### src/sv/jtfe_pkg.sv
// Package for the tag field extractor: types, character codes and match helpers.
`default_nettype none

package jtfe_pkg;

  // Design defaults
  localparam int unsigned TAG_CAPACITY_DEF = 32;
  localparam int unsigned STORE_DEPTH_MAX  = 32;
  localparam logic [5:0]  CAP_RESET        = 6'd32;

  // Key length in bytes, both quotes included
  localparam logic [3:0]  KEY_LEN = 4'd10;

  // Character codes
  localparam logic [7:0] CH_QUOTE  = 8'h22;
  localparam logic [7:0] CH_COLON  = 8'h3A;
  localparam logic [7:0] CH_BSLASH = 8'h5C;
  localparam logic [7:0] CH_SPACE  = 8'h20;
  localparam logic [7:0] CH_TAB    = 8'h09;
  localparam logic [7:0] CH_LF     = 8'h0A;
  localparam logic [7:0] CH_CR     = 8'h0D;
  localparam logic [7:0] CH_DOT    = 8'h2E;
  localparam logic [7:0] CH_UNDER  = 8'h5F;
  localparam logic [7:0] CH_PLUS   = 8'h2B;
  localparam logic [7:0] CH_MINUS  = 8'h2D;
  localparam logic [7:0] CH_LOW_N  = 8'h6E;
  localparam logic [7:0] CH_LOW_T  = 8'h74;
  localparam logic [7:0] CH_LOW_R  = 8'h72;
  localparam logic [7:0] CH_LOW_B  = 8'h62;
  localparam logic [7:0] CH_LOW_F  = 8'h66;
  localparam logic [7:0] CH_LOW_U  = 8'h75;

  // Parser phase
  typedef enum logic [2:0] {
    PH_SEEK,
    PH_PRE_COLON,
    PH_POST_COLON,
    PH_IN_STRING,
    PH_DONE
  } phase_t;

  // Top control: scanning input or streaming a stored run out
  typedef enum logic {
    CTL_SCAN,
    CTL_EMIT
  } ctl_t;

  // Result status codes
  typedef enum logic [2:0] {
    STAT_FOUND,
    STAT_KEY_MISSING,
    STAT_BAD_SEP,
    STAT_NULL_VALUE,
    STAT_NOT_STRING,
    STAT_BAD_CHAR,
    STAT_EMPTY
  } status_t;

  // Key character at a match position
  function automatic logic [7:0] key_char(input logic [3:0] idx);
    logic [7:0] c;
    unique case (idx)
      4'd0:    c = CH_QUOTE;
      4'd1:    c = 8'h74;  // t
      4'd2:    c = 8'h61;  // a
      4'd3:    c = 8'h67;  // g
      4'd4:    c = CH_UNDER;
      4'd5:    c = 8'h6E;  // n
      4'd6:    c = 8'h61;  // a
      4'd7:    c = 8'h6D;  // m
      4'd8:    c = 8'h65;  // e
      4'd9:    c = CH_QUOTE;
      default: c = 8'h00;  // never matches a key byte past the end
    endcase
    return c;
  endfunction

  function automatic logic is_ws(input logic [7:0] b);
    return (b == CH_SPACE) || (b == CH_TAB) || (b == CH_LF) || (b == CH_CR);
  endfunction

  function automatic logic char_allowed(input logic [7:0] c);
    return (c >= 8'h30 && c <= 8'h39) || (c >= 8'h41 && c <= 8'h5A) ||
           (c >= 8'h61 && c <= 8'h7A) ||
           (c == CH_DOT) || (c == CH_UNDER) || (c == CH_PLUS) || (c == CH_MINUS);
  endfunction

  // Escapes that name control codes or unicode are rejected
  function automatic logic bad_escape(input logic [7:0] b);
    return (b == CH_LOW_N) || (b == CH_LOW_T) || (b == CH_LOW_R) ||
           (b == CH_LOW_B) || (b == CH_LOW_F) || (b == CH_LOW_U);
  endfunction

endpackage

`default_nettype wire

### src/sv/json_tag_field_extractor.sv
// Top level: scans a body for the quoted key and streams the decoded tag out.
//
//   channel | direction | handshake            | word
//   --------+-----------+----------------------+-------------------------------------------
//   in      | sink      | in_valid / in_stall  | body_byte, last_byte
//   out     | source    | out_valid / out_stall| status, tag_char, char_index, tag_length,
//           |           |                      | last_result
//   cfg     | sink      | cfg_write            | cfg_data (tag_capacity)
//
// One body byte is taken per cycle while scanning, unless a stall on out holds the output
// register. A byte that ends the string or the body with a found tag starts streaming: a
// registered store read first, then one word per cycle while out is not stalled; input
// stalls until the last tag character is loaded into the output register.
// A status word goes straight into the output register at the edge that takes its byte.
// Reset (rst, synchronous) returns the parser to seeking the key; the store needs no clear.
// A stall on out holds the output word and stalls in while the output register is full.
`default_nettype none

module json_tag_field_extractor #(
  parameter int unsigned TAG_CAPACITY = jtfe_pkg::TAG_CAPACITY_DEF
) (
  input  logic       clk,
  input  logic       rst,
  // input words
  input  logic       in_valid,
  output logic       in_stall,
  input  logic [7:0] body_byte,
  input  logic       last_byte,
  // result words
  output logic       out_valid,
  input  logic       out_stall,
  output logic [2:0] status,
  output logic [7:0] tag_char,
  output logic [4:0] char_index,
  output logic [4:0] tag_length,
  output logic       last_result,
  // configuration
  input  logic       cfg_write,
  input  logic [5:0] cfg_data
);
  import jtfe_pkg::*;

  localparam int unsigned StoreDepth =
    (TAG_CAPACITY < STORE_DEPTH_MAX) ? TAG_CAPACITY : STORE_DEPTH_MAX;
  localparam int unsigned AW = $clog2(StoreDepth);
  localparam logic [5:0]  CapMax = 6'(StoreDepth);

  // Registers
  ctl_t        ctl, ctl_next;
  phase_t      phase, phase_next;
  logic [3:0]  kp, kp_next;
  logic        esc, esc_next;
  logic [4:0]  count, count_next;
  logic [5:0]  cap;
  logic [4:0]  run_len;
  logic [4:0]  emit_idx;
  logic [4:0]  rd_idx;
  logic        data_ok;
  logic [7:0]  rd_data;
  logic [7:0]  tag_mem [StoreDepth];

  // Scan results
  logic        wr_en;
  logic        res_stat;
  logic        res_run;
  status_t     res_code;
  logic [4:0]  run_cnt;
  logic        take;
  logic [3:0]  kp_sum;
  logic [5:0]  lim;
  logic [4:0]  keep;

  // Handshake and streaming control
  logic        in_accept;
  logic        out_free;
  logic        em_load;
  logic        em_issue;
  logic        em_last;

  assign out_free  = !out_valid || !out_stall;
  assign in_stall  = (ctl == CTL_EMIT) || (out_valid && out_stall);
  assign in_accept = in_valid && !in_stall;

  // Stored characters allowed: clamp capacity to 1..StoreDepth, minus one
  always_comb begin
    lim = (cap == 6'd0) ? 6'd1 : cap;
    if (lim > CapMax) begin
      lim = CapMax;
    end
    keep = 5'(lim - 6'd1);
  end

  // Byte parser: next phase, store write and result kind for the current byte
  always_comb begin
    phase_next = phase;
    kp_next    = kp;
    esc_next   = esc;
    count_next = count;
    wr_en      = 1'b0;
    res_stat   = 1'b0;
    res_run    = 1'b0;
    res_code   = STAT_FOUND;
    take       = 1'b0;
    kp_sum     = 4'd0;

    unique case (phase)
      PH_SEEK: begin
        if (key_char(kp) == body_byte) begin
          kp_sum = kp + 4'd1;
        end else begin
          kp_sum = (body_byte == CH_QUOTE) ? 4'd1 : 4'd0;
        end
        if (kp_sum == KEY_LEN) begin
          kp_next    = 4'd0;
          phase_next = PH_PRE_COLON;
        end else begin
          kp_next = kp_sum;
        end
      end
      PH_PRE_COLON: begin
        if (body_byte == CH_COLON) begin
          phase_next = PH_POST_COLON;
        end else if (!is_ws(body_byte)) begin
          res_stat = 1'b1;
          res_code = STAT_BAD_SEP;
        end
      end
      PH_POST_COLON: begin
        if (body_byte == CH_QUOTE) begin
          phase_next = PH_IN_STRING;
          count_next = 5'd0;
          esc_next   = 1'b0;
        end else if (body_byte == CH_LOW_N) begin
          res_stat = 1'b1;
          res_code = STAT_NULL_VALUE;
        end else if (!is_ws(body_byte)) begin
          res_stat = 1'b1;
          res_code = STAT_NOT_STRING;
        end
      end
      PH_IN_STRING: begin
        if (esc) begin
          esc_next = 1'b0;
          if (bad_escape(body_byte)) begin
            res_stat = 1'b1;
            res_code = STAT_BAD_CHAR;
          end else begin
            take = 1'b1;
          end
        end else if (body_byte == CH_QUOTE) begin
          res_run = 1'b1;
        end else if (body_byte == CH_BSLASH) begin
          esc_next = 1'b1;
        end else begin
          take = 1'b1;
        end
      end
      PH_DONE: begin
      end
      default: begin
      end
    endcase

    // Character check and store; extra characters are dropped
    if (take) begin
      if (!char_allowed(body_byte)) begin
        res_stat = 1'b1;
        res_code = STAT_BAD_CHAR;
      end else if (count < keep) begin
        wr_en      = 1'b1;
        count_next = count + 5'd1;
      end
    end

    if (res_stat || res_run) begin
      phase_next = PH_DONE;
    end
    run_cnt = count_next;

    // End of body: report by the phase reached, then rearm
    if (last_byte) begin
      if (!res_stat && !res_run) begin
        unique case (phase_next)
          PH_SEEK: begin
            res_stat = 1'b1;
            res_code = STAT_KEY_MISSING;
          end
          PH_PRE_COLON: begin
            res_stat = 1'b1;
            res_code = STAT_BAD_SEP;
          end
          PH_POST_COLON: begin
            res_stat = 1'b1;
            res_code = STAT_NOT_STRING;
          end
          PH_IN_STRING: begin
            if (esc_next) begin
              res_stat = 1'b1;
              res_code = STAT_BAD_CHAR;
            end else begin
              res_run = 1'b1;
            end
          end
          PH_DONE: begin
          end
          default: begin
          end
        endcase
      end
      phase_next = PH_SEEK;
      kp_next    = 4'd0;
      esc_next   = 1'b0;
      count_next = 5'd0;
    end

    // A run with nothing stored is reported as empty
    if (res_run && run_cnt == 5'd0) begin
      res_run  = 1'b0;
      res_stat = 1'b1;
      res_code = STAT_EMPTY;
    end
  end

  // Streaming: issue a read while the read register is free or being drained
  assign em_load  = (ctl == CTL_EMIT) && data_ok && out_free;
  assign em_issue = (ctl == CTL_EMIT) && (emit_idx != run_len) && (!data_ok || out_free);
  assign em_last  = (5'(rd_idx + 5'd1) == run_len);

  // Control state
  always_comb begin
    ctl_next = ctl;
    unique case (ctl)
      CTL_SCAN: begin
        if (in_accept && res_run) begin
          ctl_next = CTL_EMIT;
        end
      end
      CTL_EMIT: begin
        if (em_load && em_last) begin
          ctl_next = CTL_SCAN;
        end
      end
      default: ctl_next = CTL_SCAN;
    endcase
  end

  always_ff @(posedge clk) begin
    if (rst) begin
      ctl <= CTL_SCAN;
    end else begin
      ctl <= ctl_next;
    end
  end

  // Parser state and capacity register
  always_ff @(posedge clk) begin
    if (rst) begin
      phase <= PH_SEEK;
      kp    <= 4'd0;
      esc   <= 1'b0;
      count <= 5'd0;
      cap   <= CAP_RESET;
    end else begin
      if (cfg_write) begin
        cap <= cfg_data;
      end
      if (in_accept) begin
        phase <= phase_next;
        kp    <= kp_next;
        esc   <= esc_next;
        count <= count_next;
      end
    end
  end

  // Run bookkeeping
  always_ff @(posedge clk) begin
    if (in_accept && res_run) begin
      run_len  <= run_cnt;
      emit_idx <= 5'd0;
    end else if (em_issue) begin
      emit_idx <= emit_idx + 5'd1;
    end
    if (em_issue) begin
      rd_idx <= emit_idx;
    end
  end

  always_ff @(posedge clk) begin
    if (rst) begin
      data_ok <= 1'b0;
    end else if (em_issue) begin
      data_ok <= 1'b1;
    end else if (em_load) begin
      data_ok <= 1'b0;
    end
  end

  // Tag store: write while scanning, registered read while streaming
  always_ff @(posedge clk) begin
    if (in_accept && wr_en) begin
      tag_mem[count[AW-1:0]] <= body_byte;
    end
  end

  always_ff @(posedge clk) begin
    if (em_issue) begin
      rd_data <= tag_mem[emit_idx[AW-1:0]];
    end
  end

  // Output register
  always_ff @(posedge clk) begin
    if (rst) begin
      out_valid <= 1'b0;
    end else if ((in_accept && res_stat) || em_load) begin
      out_valid <= 1'b1;
    end else if (!out_stall) begin
      out_valid <= 1'b0;
    end
  end

  always_ff @(posedge clk) begin
    if (in_accept && res_stat) begin
      status      <= res_code;
      tag_char    <= 8'h00;
      char_index  <= 5'd0;
      tag_length  <= 5'd0;
      last_result <= 1'b1;
    end else if (em_load) begin
      status      <= STAT_FOUND;
      tag_char    <= rd_data;
      char_index  <= rd_idx;
      tag_length  <= run_len;
      last_result <= em_last;
    end
  end

  // Checks
  a_status_word_shape: assert property (@(posedge clk) disable iff (rst)
    out_valid && status != STAT_FOUND |-> last_result && tag_char == 8'h00)
    else $error("status word not marked last or carries a character");

  a_emit_phase: assert property (@(posedge clk) disable iff (rst)
    ctl == CTL_EMIT |-> (phase == PH_DONE || phase == PH_SEEK))
    else $error("streaming while parser is mid-string");

  a_run_continues: assert property (@(posedge clk) disable iff (rst)
    out_valid && !out_stall && !last_result |=>
      out_valid && char_index == 5'($past(char_index) + 5'd1))
    else $error("gap or skipped index in tag run");

  a_read_only_in_emit: assert property (@(posedge clk) disable iff (rst)
    data_ok |-> ctl == CTL_EMIT)
    else $error("store read data pending outside streaming");

endmodule

`default_nettype wire
### config.mk
export PLATFORM = sky130hd
export DESIGN_NAME = json_tag_field_extractor
export DESIGN_NICKNAME = d
export VERILOG_FILES = /design/src/sv/jtfe_pkg.sv /design/src/sv/json_tag_field_extractor.sv
export SDC_FILE = /design/constraint.sdc
export NUM_CORES = 1
export LEC_CHECK = 0
export ABC_CLOCK_PERIOD_IN_PS = 5900
export BUFFER_PORTS_ARGS = -buffer_cell sky130_fd_sc_hd__buf_4
export CAP_MARGIN = 10
export CORE_ASPECT_RATIO = 0.5
export CORE_UTILIZATION = 40
export CTS_CLUSTER_DIAMETER = 60
export CTS_CLUSTER_SIZE = 16
export DETAILED_ROUTE_END_ITERATION = 10
export GPL_ROUTABILITY_DRIVEN = 1
export PLACE_DENSITY_LB_ADDON = 0.12
export SYNTH_ARGS = -nofsm -noshare
export SYNTH_HDL_FRONTEND = slang
export SYNTH_SLANG_ARGS = --single-unit
### constraint.sdc
create_clock -name clk -period 5.9 [get_ports clk]
set_input_delay 0.885 -clock clk [delete_from_list [all_inputs] [get_ports clk]]
set_output_delay 0.885 -clock clk [all_outputs]
set_load 0.02 [all_outputs]
Yosys cells after proc, flatten, opt, wreduce, memory -nomap -nowiden
Memory sizes are Yosys's and may differ from the RTL's. A register that Yosys moved wholly into a read port is not among the register bits.
Index checks and enable logic that the tools add are counted.
{ "totals": {"memories": 2, "inputBits": 20, "out_inout_bits": 24, "wordCells": 194, "ram_bits": 256, "reg_bits": 59, "romBits": 112} }
{ "classes": {"n_bitwise": 1, "n_mux": 85, "n_eq_ne": 28, "n_addsub": 5, "reduce_logical": 49, "order_cmp": 8} }
{ "mem_list": {"columns": ["name", "words", "word_bits", "read_ports", "rd_ports_with_merged_regs", "wr", "line", "rtl"], "rows": [
  ["tag_mem", 32, 8, 1, 1, 1, "json_tag_field_extractor.sv:60", "logic [7:0] tag_mem [StoreDepth];"],
  ["(no name shown)", 16, 7, 1, 1, 0, "jtfe_pkg.sv:62", "unique case (idx)"]
]} }
{ "ops": {"columns": ["cell", "count"], "rows": [
  ["equality test 8 x 7 -> 1 bit (second input constant)", 8],
  ["2-to-1 mux 3 bit", 18],
  ["equality test 8 x 6 -> 1 bit (second input constant)", 6],
  ["2-to-1 mux 1 bit", 42],
  ["2-to-1 mux 5 bit", 7],
  ["2-to-1 mux 4 bit", 7],
  ["equality test 8 x 4 -> 1 bit (second input constant)", 3],
  ["logical OR 1 bit", 19],
  ["case mux 3 bit (3 select lines)", 2],
  [">= comparator 8 x 7 -> 1 bit (second input constant)", 2],
  ["<= comparator 8 x 7 -> 1 bit (second input constant)", 2],
  ["adder 5 x 1 -> 5 bit (second input constant)", 3],
  ["logical AND 1 bit", 15],
  ["equality test 3 x 2 -> 1 bit (second input constant)", 4],
  ["case mux 3 bit (4 select lines)", 1],
  ["equality test 8 bit", 1],
  [">= comparator 8 x 6 -> 1 bit (second input constant)", 1],
  ["<= comparator 8 x 6 -> 1 bit (second input constant)", 1],
  ["2-to-1 mux 8 bit", 1],
  ["equality test 3 x 1 -> 1 bit (second input constant)", 2],
  ["greater-than comparator 6 bit (second input constant)", 1],
  ["logical NOT 1 bit", 6],
  ["logical NOT 3 bit", 2],
  ["logical NOT 6 bit", 1],
  ["16 further kinds", 21]
]} }

Longest topological paths before layout
{ "depth": {"ltp_word": 22, "ltp_mapped": 17, "mapped_depth_nobuf": 15} }

Worst setup path after synthesis
Ideal clock, no wire load.
{ "synth_path": {"path_kind": "reg-to-reg", "startpoint": "register cap[1]", "endpoint": "memory tag_mem[0][0], enable pin", "slack_ns": 2.341, "n_path_buf": 0, "arrival_ns": 3.188, "synth_period_minus_slack_ns": 3.559, "stages_incl_launch_ff": 13, "setup_ns": 0.370, "required_ns": 5.530, "path_cell_list": "dfxtp_1 -> nor4_1 -> o21bai_1 -> ha_1 -> xnor2_1 -> ha_1 -> a211o_1 -> a21oi_1 -> nand3_1 -> or4_1 -> nor2_1 -> nand3_1 -> nor2_1"} }
{ "synth_via": {"elab_chain_cells": 12} }
{ "synth_rtl": {"columns": ["item", "line", "rtl"], "rows": [
  ["start, declared", "json_tag_field_extractor.sv:54", "logic [5:0] cap;"],
  ["start signal, assigned", "json_tag_field_extractor.sv:265", "cap <= cfg_data;"],
  ["logical NOT 6 bit", "json_tag_field_extractor.sv:86", "lim = (cap == 6'd0) ? 6'd1 : cap;"],
  ["2-to-1 mux 6 bit *", "json_tag_field_extractor.sv:86", null],
  ["greater-than comparator 6 bit", "json_tag_field_extractor.sv:87", "if (lim > CapMax) begin"],
  ["2-to-1 mux 5 bit *", "json_tag_field_extractor.sv:87", null],
  ["subtractor 5 x 1 -> 5 bit *", "json_tag_field_extractor.sv:90", "keep = 5'(lim - 6'd1);"],
  ["< comparator 5 bit *", "json_tag_field_extractor.sv:169", "end else if (count < keep) begin"],
  ["2-to-1 mux 1 bit *", "json_tag_field_extractor.sv:169", null],
  ["2-to-1 mux 1 bit *", "json_tag_field_extractor.sv:166", "if (!char_allowed(body_byte)) begin"],
  ["2-to-1 mux 1 bit *", "json_tag_field_extractor.sv:165", "if (take) begin"],
  ["logical AND 1 bit *", "json_tag_field_extractor.sv:301", "if (in_accept && wr_en) begin"],
  ["2-to-1 mux 1 bit *", "json_tag_field_extractor.sv:301", null],
  ["2-to-1 mux 1 bit (implied by the code) *", "json_tag_field_extractor.sv:302", "tag_mem[count[AW-1:0]] <= body_byte;"],
  ["end, declared", "json_tag_field_extractor.sv:60", null]
]} }
Mark *: on every way between the ends. The rest lies on a longest branch, timed or not.

Final worst setup path
{ "layout_path": {"startpoint": "register cap[1]", "endpoint": "memory tag_mem[29][7], enable pin"} }
The elaborated chain is that of the path after synthesis.

==> flow_summary.json <==
{
  "status": "complete, no violations",
  "die_area_sq_mm": 0.0361,
  "cts_inserted_buffers": 24,
  "synth_top_area_frac": 0.589,
  "layout.filler_cells": 3062,
  "port_buffers": 43,
  "path_cells": "nor4_1, o21bai_1, ha_1, nand3_1, o21a_1, o22ai_1, ha_1, o21a_1, a21oi_1, nand3_1, or4_1, nor2_1, nand3_1, nor2_1",
  "avgRoutedWirePerCell_microns": 24.0,
  "gp_congestion": 0.834,
  "synth_commonest_cells": "edfxtp_1, nor2_1, mux4_2",
  "start_util": 0.408,
  "placed_cells": 1361,
  "grt_antenna_before_repair": 0,
  "crit_family": "simple AND/OR/NAND/NOR gates",
  "drt-initial-drc-count": 724,
  "drive_above_1_share": 0.201,
  "netlist_instances": 879,
  "row_count": 48,
  "crit_path_frequent_cell": "nand3_1",
  "fmax_mhz": 210,
  "vdd_ir_drop_max_mv": 0.197,
  "postCtsSetupBuffers": 0,
  "tightest_slew_ps": 918,
  "synth.most_common_cell": "edfxtp_1",
  "synth.avg_cell_area_sq_um": 16.1,
  "crit_fanout": 8,
  "cap_violations": 0,
  "die_h_microns": 135,
  "yosysSeqAreaShare": 0.664,
  "syn-num-nets": 916,
  "htree_levels": 1,
  "firstDrtPassIters": 5,
  "yosys.area.top_type": "edfxtp_1",
  "synth_edf_count": 277,
  "grt_max_degree": 53,
  "pre_cts_slack_ps": 1180,
  "instances_no_fill": 1405,
  "finalCritPeriodShare": 0.806,
  "grt_pass1_wl_mm": 50.4,
  "timing.final.ws_setup_ps": 1150,
  "synth_ff_type": "edfxtp_1",
  "vias_per_cell": 5.62,
  "io-pin-count": 44,
  "cts_hold_buf": 0,
  "cpPeakStageDelay_ps": 810,
  "root_buffer": "clkbuf_16",
  "power.leakage_nw": 4.92,
  "required_ps": 6070,
  "worstPathArrival_ps": 4930,
  "syn2layout_area_growth_pct": 10.5,
  "period_needed_ps": 4750,
  "p_per_area_mw_per_mm2": 269,
  "hp-class": "reg -> reg",
  "ant_nets": 0,
  "cp_slowest_cell": "nor2_1",
  "synth.cell_area_sq_mm": 0.0141,
  "worstSetupPathType": "reg -> reg",
  "antennaDiodeCount": 0,
  "cts.sinks": 330,
  "dp_hpwl_mm": 21.6,
  "ys_types": 65,
  "clk_pin_slew_ps": 80,
  "crit_path_end_kind": "flop",
  "cts_tree": "built",
  "num_vias": 7896,
  "clock_path_buffers": 3,
  "nNetsFinal": 949,
  "core_sq_mm": 0.0346,
  "ys_async_sr_fraction": 0,
  "slew_headroom": 0.388,
  "skew_ps": 17.3,
  "setup-tns-final_ps": 0,
  "dieWidth_microns": 268,
  "wl_mm": 33.8,
  "yosys-top-cells-area": "edfxtp_1, mux4_2, dfxtp_1",
  "cts_resized": 0,
  "cp-start-kind": "flop",
  "grt_pass1_vias": 7658,
  "slew_viol_final": 0,
  "yosys_warnings": 0,
  "rsz0062_at_grt": "no",
  "clk_latency_ps": 560,
  "drc": 0,
  "gr-total-overflow": 0,
  "whs_ps": 480,
  "grt.total_usage": 0.192,
  "ys_ff_latch": 330,
  "setup_viol": 0,
  "crit_buf_inv": 0,
  "hold_viol_final": 0
}
-- cell families after synthesis --
| group | after synthesis | synth area share |
|---|---|---|
| AO/OA/AOI/OAI | 94 | 0.0462 |
| XOR/XNOR | 27 | 0.0167 |
| adder cells (fa/ha/maj) | 17 | 0.0151 |
| buffers and inverters | 57 | 0.0181 |
| flip-flops | 330 | 0.664 |
| multiplexers | 120 | 0.157 |
| AND/OR/NAND/NOR | 234 | 0.0829 |
-- worst paths after layout --
kind          startpoint             end  slack (ps)  cells after the start
max               cap[1]  tag_mem[29][7]        1150                     14
min          last_result     last_result         480                      2
max reg2reg       cap[1]  tag_mem[29][7]        1150                     14
min reg2reg  last_result     last_result         480                      2
-- power by group --
part	switching (mW)	total, mW	internal [mW]	leakage (nW)
clock	0.793	1.56	0.771	0.331
sequential	0.00392	2.52	2.52	2.94
combinational	0.0817	0.112	0.0306	1.64
-- layout make-up --
class | count | area, sq um | share of cell area
clock buffer | 41 | 664 | 0.0426
clock inverter | 3 | 26.3 | 0.00168
inverter | 11 | 41.3 | 0.00265
multi-input combinational | 492 | 4490 | 0.288
sequential | 330 | 9380 | 0.602
tap | 475 | 594 | 0.0381
timing repair buffer | 53 | 398 | 0.0255
-- worst reg2reg max path, cell delays in order (launching register included) --
cell and delay, ps:
dfxtp_1 330, nor4_1 280, o21bai_1 130, ha_1 230, nand3_1 90, o21a_1 120
o22ai_1 80, ha_1 300, o21a_1 110, a21oi_1 220, nand3_1 140, or4_1 450
nor2_1 390, nand3_1 700, nor2_1 820
-- cells in the final DEF (no fill, tap or decap), types with 16 or more instances in the layout --
| master | count |
|---|---|
| mux2i_1 | 30 |
| dfxtp_1 | 51 |
| nand3_1 | 23 |
| mux4_2 | 80 |
| buf_4 | 53 |
| ha_1 | 17 |
| clkbuf_16 | 24 |
| a21oi_1 | 27 |
| edfxtp_1 | 277 |
| nand2_1 | 41 |
| xor2_1 | 16 |
| nor2_1 | 83 |
| clkbuf_1 | 17 |
-- per-layer routing --
| layer | GRT usage | vias to the layer above | wire length, microns |
|---|---|---|---|
| met5 | 0 | - | 0 |
| met1 | 0.288 | 4093 | 16100 |
| met3 | 0.0430 | 33 | 2190 |
| li1 | - | 3516 | - |
| met4 | 0.0346 | 0 | 445 |
| met2 | 0.287 | 254 | 15000 |
-- registers in the layout (all words and copies together), names as in the netlist, named ones only --
register / count
phase: 3
esc: 1
cap: 6
tag_mem: 256
status: 3
out_valid: 1
tag_char: 8
emit_idx: 5
run_len: 5
data_ok: 1
kp: 4
count: 5
tag_length: 5
last_result: 1
ctl: 1
rd_data: 8
char_index: 5
rd_idx: 5
-- stage by stage --
| stage | utilization | power [mW] | instance area (sq um) |
|---|---|---|---|
| floorplan | - | 2.63 | 14100 |
| global placement | 0.431 | 2.69 | 14900 |
| detailed placement | 0.431 | 2.69 | 14900 |
| CTS | 0.451 | 4.24 | 15600 |
| global route | 0.451 | 4.33 | 15600 |
| finish | 0.451 | 4.20 | 15600 |
No activity file was read; power rests on OpenSTA's default activity.
